===== config.mk =====
export PLATFORM = sky130hd
export DESIGN_NAME = alert_rule_threat_evaluator_core
export DESIGN_NICKNAME = d
export VERILOG_FILES = /design/src/rtl/arte_pkg.sv /design/src/rtl/arte_rule_store.sv /design/src/rtl/arte_band_unit.sv /design/src/rtl/alert_rule_threat_evaluator_core.sv
export SDC_FILE = /design/constraint.sdc
export NUM_CORES = 2
export LEC_CHECK = 0
export BUFFER_PORTS_ARGS = -buffer_cell sky130_fd_sc_hd__clkbuf_2
export CAP_MARGIN = 20
export CORE_MARGIN = 5
export CORE_UTILIZATION = 47
export DETAILED_ROUTE_END_ITERATION = 8
export GPL_ROUTABILITY_DRIVEN = 0
export GPL_TIMING_DRIVEN = 0
export HOLD_SLACK_MARGIN = 0.03
export SLEW_MARGIN = 10
export SYNTH_ARGS = -nofsm -noshare
export SYNTH_HDL_FRONTEND = slang
export SYNTH_SLANG_ARGS = --single-unit
export TNS_END_PERCENT = 30

===== constraint.sdc =====
create_clock -name clk_i -period 13.6 [get_ports clk_i]
set_input_delay 0 -clock clk_i [delete_from_list [all_inputs] [get_ports clk_i]]
set_output_delay 0 -clock clk_i [all_outputs]
set_load 0.01 [all_outputs]

===== src/rtl/arte_pkg.sv =====
`default_nettype none

package arte_pkg;

  // request kinds
  typedef enum logic {
    REQ_LOAD = 1'b0,
    REQ_EVAL = 1'b1
  } req_type_e;

  // rule word selector, the spare code names no word
  typedef enum logic [1:0] {
    WSEL_HDR   = 2'd0,
    WSEL_LOW   = 2'd1,
    WSEL_HIGH  = 2'd2,
    WSEL_SPARE = 2'd3
  } word_sel_e;

  // rule test kinds
  typedef enum logic [2:0] {
    KIND_DIST_IN  = 3'd0,
    KIND_DIST_OUT = 3'd1,
    KIND_VEL      = 3'd2,
    KIND_ACC      = 3'd3,
    KIND_DECEL    = 3'd4,
    KIND_TTC      = 3'd5
  } rule_kind_e;

  // header word bits 17:0, kind in the low bits
  typedef struct packed {
    logic [2:0] level;
    logic [7:0] channels;
    logic [3:0] receiver;
    rule_kind_e kind;
  } rule_hdr_t;

  localparam int unsigned HdrW      = $bits(rule_hdr_t);
  localparam int unsigned EnableBit = 18;

  // channels beyond this never match
  localparam int unsigned ChannelCount = 8;

  // undefined (NaN) flag positions
  localparam int unsigned NanDist  = 0;
  localparam int unsigned NanVel   = 1;
  localparam int unsigned NanAcc   = 2;
  localparam int unsigned NanDecel = 3;
  localparam int unsigned NanTtc   = 4;

  // object quantities under test
  typedef struct packed {
    logic signed [31:0] distance;
    logic signed [31:0] velocity;
    logic signed [31:0] acceleration;
    logic signed [31:0] decel_to_stop;
    logic signed [31:0] time_to_collision;
    logic [4:0]         undefined_flags;
  } obj_t;

endpackage

`default_nettype wire


===== src/rtl/arte_rule_store.sv =====
`default_nettype none

module arte_rule_store
  import arte_pkg::*;
#(
  parameter int unsigned RuleCount = 16,
  parameter int unsigned IdxW      = 4
) (
  input  wire logic            clk_i,
  input  wire logic            rst_ni,
  input  wire logic            wr_en_i,
  input  wire logic [IdxW-1:0] wr_idx_i,
  input  wire word_sel_e       wr_sel_i,
  input  wire logic [31:0]     wr_word_i,
  input  wire logic            rd_en_i,
  input  wire logic [IdxW-1:0] rd_idx_i,
  output rule_hdr_t            rd_hdr_o,
  output logic                 rd_enabled_o,
  output logic [31:0]          rd_low_o,
  output logic [31:0]          rd_high_o
);

  rule_hdr_t   hdr_mem  [RuleCount];
  logic [31:0] low_mem  [RuleCount];
  logic [31:0] high_mem [RuleCount];
  logic [RuleCount-1:0] enabled_q;

  // header, low and high bound memories
  always_ff @(posedge clk_i) begin
    if (wr_en_i) begin
      unique case (wr_sel_i)
        WSEL_HDR:  hdr_mem[wr_idx_i]  <= rule_hdr_t'(wr_word_i[HdrW-1:0]);
        WSEL_LOW:  low_mem[wr_idx_i]  <= wr_word_i;
        WSEL_HIGH: high_mem[wr_idx_i] <= wr_word_i;
        default: ;
      endcase
    end
  end

  // registered read port
  always_ff @(posedge clk_i) begin
    if (rd_en_i) begin
      rd_hdr_o  <= hdr_mem[rd_idx_i];
      rd_low_o  <= low_mem[rd_idx_i];
      rd_high_o <= high_mem[rd_idx_i];
    end
  end

  // enable bits, all rules off after reset
  always_ff @(posedge clk_i or negedge rst_ni) begin
    if (!rst_ni) begin
      enabled_q    <= '0;
      rd_enabled_o <= 1'b0;
    end else begin
      if (wr_en_i && (wr_sel_i == WSEL_HDR)) begin
        enabled_q[wr_idx_i] <= wr_word_i[EnableBit];
      end
      if (rd_en_i) begin
        rd_enabled_o <= enabled_q[rd_idx_i];
      end
    end
  end

endmodule

`default_nettype wire


===== src/rtl/arte_band_unit.sv =====
`default_nettype none

module arte_band_unit
  import arte_pkg::*;
(
  input  wire rule_kind_e  kind_i,
  input  wire logic [31:0] low_i,
  input  wire logic [31:0] high_i,
  input  wire obj_t        obj_i,
  output logic             fire_o
);

  logic signed [31:0] value;
  logic               nan;
  logic               outside;
  logic               known;
  logic               in_band;

  // pick the quantity the rule tests
  always_comb begin
    value   = obj_i.distance;
    nan     = obj_i.undefined_flags[NanDist];
    outside = 1'b0;
    known   = 1'b1;
    case (kind_i)
      KIND_DIST_IN: ;
      KIND_DIST_OUT: outside = 1'b1;
      KIND_VEL: begin
        value = obj_i.velocity;
        nan   = obj_i.undefined_flags[NanVel];
      end
      KIND_ACC: begin
        value = obj_i.acceleration;
        nan   = obj_i.undefined_flags[NanAcc];
      end
      KIND_DECEL: begin
        value = obj_i.decel_to_stop;
        nan   = obj_i.undefined_flags[NanDecel];
      end
      KIND_TTC: begin
        value = obj_i.time_to_collision;
        nan   = obj_i.undefined_flags[NanTtc];
      end
      default: known = 1'b0;
    endcase
  end

  // inclusive signed band test, nan is never inside
  assign in_band = !nan && (value >= $signed(low_i)) && (value <= $signed(high_i));
  assign fire_o  = known && (outside ? !in_band : in_band);

endmodule

`default_nettype wire


===== src/rtl/alert_rule_threat_evaluator_core.sv =====
// load request: the rule word is written on the edge that accepts it
// evaluate request: one rule read per cycle, set by the single rule memory read port;
//   the result is registered from the done state once the output slot is free
// requests: loads are taken every cycle while idle, none is taken during an evaluate
// reset: asynchronous, active low; all rules disabled, output register empty
`default_nettype none

module alert_rule_threat_evaluator_core
  import arte_pkg::*;
#(
  parameter int unsigned RULE_COUNT = 16
) (
  input  wire logic               clk_i,
  input  wire logic               rst_ni,
  input  wire logic               in_valid_i,
  output logic                    in_ready_o,
  input  wire logic               req_type_i,
  input  wire logic [3:0]         rule_index_i,
  input  wire logic [1:0]         rule_word_sel_i,
  input  wire logic [31:0]        rule_word_i,
  input  wire logic [3:0]         receiver_id_i,
  input  wire logic [2:0]         channel_id_i,
  input  wire logic signed [31:0] distance_i,
  input  wire logic signed [31:0] velocity_i,
  input  wire logic signed [31:0] acceleration_i,
  input  wire logic signed [31:0] decel_to_stop_i,
  input  wire logic signed [31:0] time_to_collision_i,
  input  wire logic [4:0]         undefined_flags_i,
  output logic                    out_valid_o,
  input  wire logic               out_ready_i,
  output logic [2:0]              threat_level_o
);

  localparam int unsigned IdxW = (RULE_COUNT > 1) ? $clog2(RULE_COUNT) : 1;
  localparam logic [IdxW-1:0] LastIdx = IdxW'(RULE_COUNT - 1);

  typedef enum logic [2:0] {
    ST_IDLE = 3'b001,
    ST_SCAN = 3'b010,
    ST_DONE = 3'b100
  } state_e;

  state_e          state_q, state_d;
  logic [IdxW-1:0] cnt_q, cnt_d;
  logic            chk_vld_q, chk_vld_d;
  logic [2:0]      best_q, best_d;
  logic            out_valid_q, out_valid_d;
  logic [2:0]      level_q, level_d;
  obj_t            obj_q;
  logic [3:0]      rx_q;
  logic [2:0]      ch_q;

  logic            accept;
  logic            is_eval;
  logic [8:0]      wr_idx_ext;
  logic            wr_en;
  logic            push;
  rule_hdr_t       rd_hdr;
  logic            rd_enabled;
  logic [31:0]     rd_low;
  logic [31:0]     rd_high;
  logic            match;
  logic            fire;

  // requests are taken only while idle
  assign in_ready_o = (state_q == ST_IDLE);
  assign accept     = in_valid_i && in_ready_o;
  assign is_eval    = (req_type_e'(req_type_i) == REQ_EVAL);

  // load write, ignored past the table or for selector three
  assign wr_idx_ext = {5'b0, rule_index_i};
  assign wr_en = accept && !is_eval
              && (word_sel_e'(rule_word_sel_i) != WSEL_SPARE)
              && (32'(wr_idx_ext) < RULE_COUNT);

  arte_rule_store #(
    .RuleCount(RULE_COUNT),
    .IdxW     (IdxW)
  ) u_store (
    .clk_i       (clk_i),
    .rst_ni      (rst_ni),
    .wr_en_i     (wr_en),
    .wr_idx_i    (wr_idx_ext[IdxW-1:0]),
    .wr_sel_i    (word_sel_e'(rule_word_sel_i)),
    .wr_word_i   (rule_word_i),
    .rd_en_i     (state_q == ST_SCAN),
    .rd_idx_i    (cnt_q),
    .rd_hdr_o    (rd_hdr),
    .rd_enabled_o(rd_enabled),
    .rd_low_o    (rd_low),
    .rd_high_o   (rd_high)
  );

  arte_band_unit u_band (
    .kind_i(rd_hdr.kind),
    .low_i (rd_low),
    .high_i(rd_high),
    .obj_i (obj_q),
    .fire_o(fire)
  );

  // receiver and channel filter on the rule just read
  assign match = rd_enabled && (rd_hdr.receiver == rx_q)
              && (32'(ch_q) < ChannelCount) && rd_hdr.channels[ch_q];

  // result slot frees when taken
  assign push = (state_q == ST_DONE) && (!out_valid_q || out_ready_i);

  // sequencer
  always_comb begin
    state_d    = state_q;
    cnt_d      = cnt_q;
    best_d     = best_q;
    chk_vld_d  = (state_q == ST_SCAN);

    if (chk_vld_q && match && fire && (rd_hdr.level > best_q)) begin
      best_d = rd_hdr.level;
    end

    unique case (state_q)
      ST_IDLE: begin
        if (accept && is_eval) begin
          state_d = ST_SCAN;
          cnt_d   = '0;
          best_d  = '0;
        end
      end
      ST_SCAN: begin
        if (cnt_q == LastIdx) begin
          state_d = ST_DONE;
        end else begin
          cnt_d = cnt_q + 1'b1;
        end
      end
      ST_DONE: begin
        if (push) begin
          state_d = ST_IDLE;
        end
      end
      default: state_d = ST_IDLE;
    endcase
  end

  // output register
  always_comb begin
    out_valid_d = out_valid_q;
    level_d     = level_q;
    if (out_valid_q && out_ready_i) begin
      out_valid_d = 1'b0;
    end
    if (push) begin
      out_valid_d = 1'b1;
      level_d     = best_d;
    end
  end

  always_ff @(posedge clk_i or negedge rst_ni) begin
    if (!rst_ni) begin
      state_q     <= ST_IDLE;
      cnt_q       <= '0;
      chk_vld_q   <= 1'b0;
      best_q      <= '0;
      out_valid_q <= 1'b0;
    end else begin
      state_q     <= state_d;
      cnt_q       <= cnt_d;
      chk_vld_q   <= chk_vld_d;
      best_q      <= best_d;
      out_valid_q <= out_valid_d;
    end
  end

  // object capture and result payload
  always_ff @(posedge clk_i) begin
    level_q <= level_d;
    if (accept && is_eval) begin
      obj_q.distance          <= distance_i;
      obj_q.velocity          <= velocity_i;
      obj_q.acceleration      <= acceleration_i;
      obj_q.decel_to_stop     <= decel_to_stop_i;
      obj_q.time_to_collision <= time_to_collision_i;
      obj_q.undefined_flags   <= undefined_flags_i;
      rx_q                    <= receiver_id_i;
      ch_q                    <= channel_id_i;
    end
  end

  assign out_valid_o    = out_valid_q;
  assign threat_level_o = level_q;

endmodule

`default_nettype wire


==> results.json <==
{
  "regArea_mm2": 0.04784,
  "cts.repair.resized": 0,
  "ir_worst_vdd_v": 0.0001171,
  "vias_per_cell": 5.838,
  "maxSlewHeadroom_pct": 22.05,
  "cts.sinks": 1598,
  "synth_edf_count": 1569,
  "seq_area_frac_synth_pct": 76.84,
  "worst_clock_skew_ps": 30.41,
  "synth_area_leaders": "edfxtp_1 (76%), mux4_2 (6.1%), mux2i_1 (4.1%)",
  "hp-class": "in2reg",
  "h-tree-depth": 4,
  "drt_iter0_markers": 3687,
  "die_x_um": 374.0,
  "num_vias": 35200,
  "avgSynthCellArea_um2": 18.86,
  "cts_max_path_buffers": 3,
  "synth-simple-area-share_pct": 1.919,
  "hold_violations": 0,
  "period_needed_ps": 5176,
  "grt_pass1_wl_mm": 251.2,
  "numCtsBuffers": 164,
  "yosys.area.top_type": "edfxtp_1",
  "required_ps": 14220,
  "synthXorXnorAreaFrac_pct": 0.07033,
  "drive_gt1_share_pct": 20.53,
  "start_util_pct": 47.30,
  "ys_warn_count": 0,
  "synthCells": 3301,
  "fin_nets": 4415,
  "yosysTopAreaCellShare_pct": 75.67,
  "pwr_density_cell_mw_per_mm2": 143.0,
  "crit_fanout": 10,
  "finalMaxSlewViolations": 0,
  "pin_count": 220,
  "ys_top_cells_by_count": "edfxtp_1 (1569), mux2i_1 (255), o21ai_0 (178)",
  "tightest_slew_ps": 1169,
  "rsz0062_at_grt": "false",
  "overflow": 0,
  "setup_viol": 0,
  "design.core.area_mm2": 0.1316,
  "synth-compound-area-share_pct": 6.249,
  "status": "complete, no violations",
  "maxCapViolations": 0,
  "post_cts_buffers": 0,
  "synth_area_mm2": 0.06226,
  "synthDistinctLibCells": 50,
  "final_antenna_net_count": 0,
  "async_flop_share_pct": 1.815,
  "rows": 133,
  "utilization_pct": 57.79,
  "critical_path_arrival_ps": 5790,
  "antenna_found_initial": 16,
  "grt_max_degree": 117,
  "synthMuxAreaShare_pct": 12.00,
  "fillers": 9669,
  "wl_per_cell_um": 28.97,
  "worstSetupStartpointType": "register",
  "dieArea_mm2": 0.1399,
  "cts_tree": "done",
  "tns_ps": 0,
  "ys_seq_elements": 1598,
  "area_growth_pct": 22.18,
  "hpwl_mm": 111.4,
  "synthAdderAreaFrac_pct": 1.366,
  "clock_latency_ps": 790,
  "worstSetupPathType": "reg2reg",
  "max_freq_mhz": 193.2,
  "cts-root-buf": "clkbuf_16",
  "leakage_uw": 0.02524,
  "clkTransAtPathRegs_ps": 60,
  "synth_nets": 3584,
  "numPortBuffers": 219,
  "drt-total-wl_mm": 174.6,
  "endpoint_kind": "register",
  "synthFlopType": "edfxtp_1",
  "first_global_vias": 35180,
  "yosysMostFrequentCell": "edfxtp_1",
  "multi_input_area_mm2": 0.01376,
  "track_usage_pct": 24.70,
  "hold_buffers": 371,
  "route.detailed.drc": 0,
  "synth_top_family_by_area": "multiplexers",
  "drtPass1Iterations": 6,
  "fp.dieH_um": 374.0,
  "min_period_over_period_pct": 38.06
}
==> layout make-up <==
type,instances,area share (%)
Buffer,170,0.9359
Clock inverter,96,0.9194
Timing Repair Buffer,665,8.271
Clock buffer,204,5.620
Sequential cell,1598,62.89
Multi-Input combinational cell,1464,18.09
Tap cell,1755,2.887
Inverter,69,0.3569
Antenna cell,8,0.02632
==> critical path: stages (launching register included) <==
cell and delay [ps]:
edfxtp_1 610, nor2b_1 220, clkbuf_1 600, clkbuf_1 510, a221oi_1 230, a21oi_1 230, a21o_1 160, ha_1 260
and4_1 260, and3_1 170, a32oi_1 340, nand3_1 140, o211ai_1 300, nand4b_4 220, mux2i_4 450, mux2i_1 300
==> kinds of logic (layout without fill, tap and decap cells) <==
family | Yosys count | count (layout)
fa+ha+maj | 68 | 68
flops | 1598 | 1598
other cells | 0 | 8
buf+inv | 239 | 1204
xor+xnor | 5 | 5
compound gates | 607 | 607
simple gates | 261 | 261
mux | 523 | 523
==> path summary, 6_finish.rpt <==
kind	startpoint	end	slack, ps	depth (start not counted)
max reg2reg	u_store.rd_hdr_o[1]$_DFFE_PP_	threat_level_o[0]$_DFFE_PP_	8420	15
min in group asynchronous	rst_ni	state_q[0]$_DFFE_PN1P_	390	3
min	rule_word_i[0]	u_store.low_mem[1][0]$_DFFE_PP_	130	1
max in group asynchronous	rst_ni	state_q[2]$_DFFE_PN0P_	12990	4
min reg2reg	u_store.enabled_q[2]$_DFFE_PN0P_	u_store.enabled_q[2]$_DFFE_PN0P_	490	1
max	u_store.rd_hdr_o[1]$_DFFE_PP_	threat_level_o[0]$_DFFE_PP_	8420	15
==> placed cells by master, fill, tap and decap left out, types with 28 or more instances in the layout <==
master         Yosys  layout
a21o_1            37      37
a21oi_1          147     147
a221oi_1         115     115
a22oi_1          114     114
buf_12             0      38
buf_2             54      55
clkbuf_1         106     143
clkbuf_16          0     165
clkbuf_2           0     221
clkinv_1           0      36
clkinv_2           0      38
dfrtp_1           28      28
dlygate4sd3_1      0     380
edfxtp_1        1569    1569
ha_1              68      68
inv_1             69      67
mux2_2            83      83
mux2i_1          255     255
mux4_2           168     168
nand2_1          130     130
nor2_4             0      43
o21ai_0          178     178
==> per-stage QoR <==
step / hold slack, ps / setup slack, ps / power (uW) / instance area (um^2) / instances
floorplan: -295.6 / 8578 / 6246 / 62260 / 3301
global placement: 135.3 / 6070 / 6635 / 65560 / 5275
detailed placement: 134.1 / 8436 / 6651 / 67030 / 5328
CTS: 64.07 / 8425 / 10920 / 75730 / 5999
global route: 157.7 / 8185 / 11220 / 76050 / 6021
finish: 132.4 / 8424 / 10880 / 76070 / 6029
==> routing by layer <==
layer	track usage (%)	share of wire [%]	up-vias
li1	-	-	15130
met1	34.59	42	18250
met2	39.80	48	1545
met3	5.363	8.2	271
met4	6.454	2.5	4
met5	0	0.015	-
==> state kept, by name, indices dropped and copies added, names as in the netlist, 3 cells and up <==
| register | cells |
|---|---|
| ch_q | 3 |
| obj_q | 165 |
| u_store.rd_hdr_o | 18 |
| u_store.rd_high_o | 32 |
| threat_level_o | 3 |
| u_store.hdr_mem | 288 |
| u_store.rd_low_o | 32 |
| u_store.high_mem | 512 |
| u_store.enabled_q | 16 |
| state_q | 3 |
| u_store.low_mem | 512 |
| best_q | 3 |
| rx_q | 4 |
| cnt_q | 4 |
==> report_power, final <==
group	switching [uW]	internal [uW]
logic	654	495
registers	21.0	5480
clock network	1900	2330
Power figures use the tool's default switching activity.
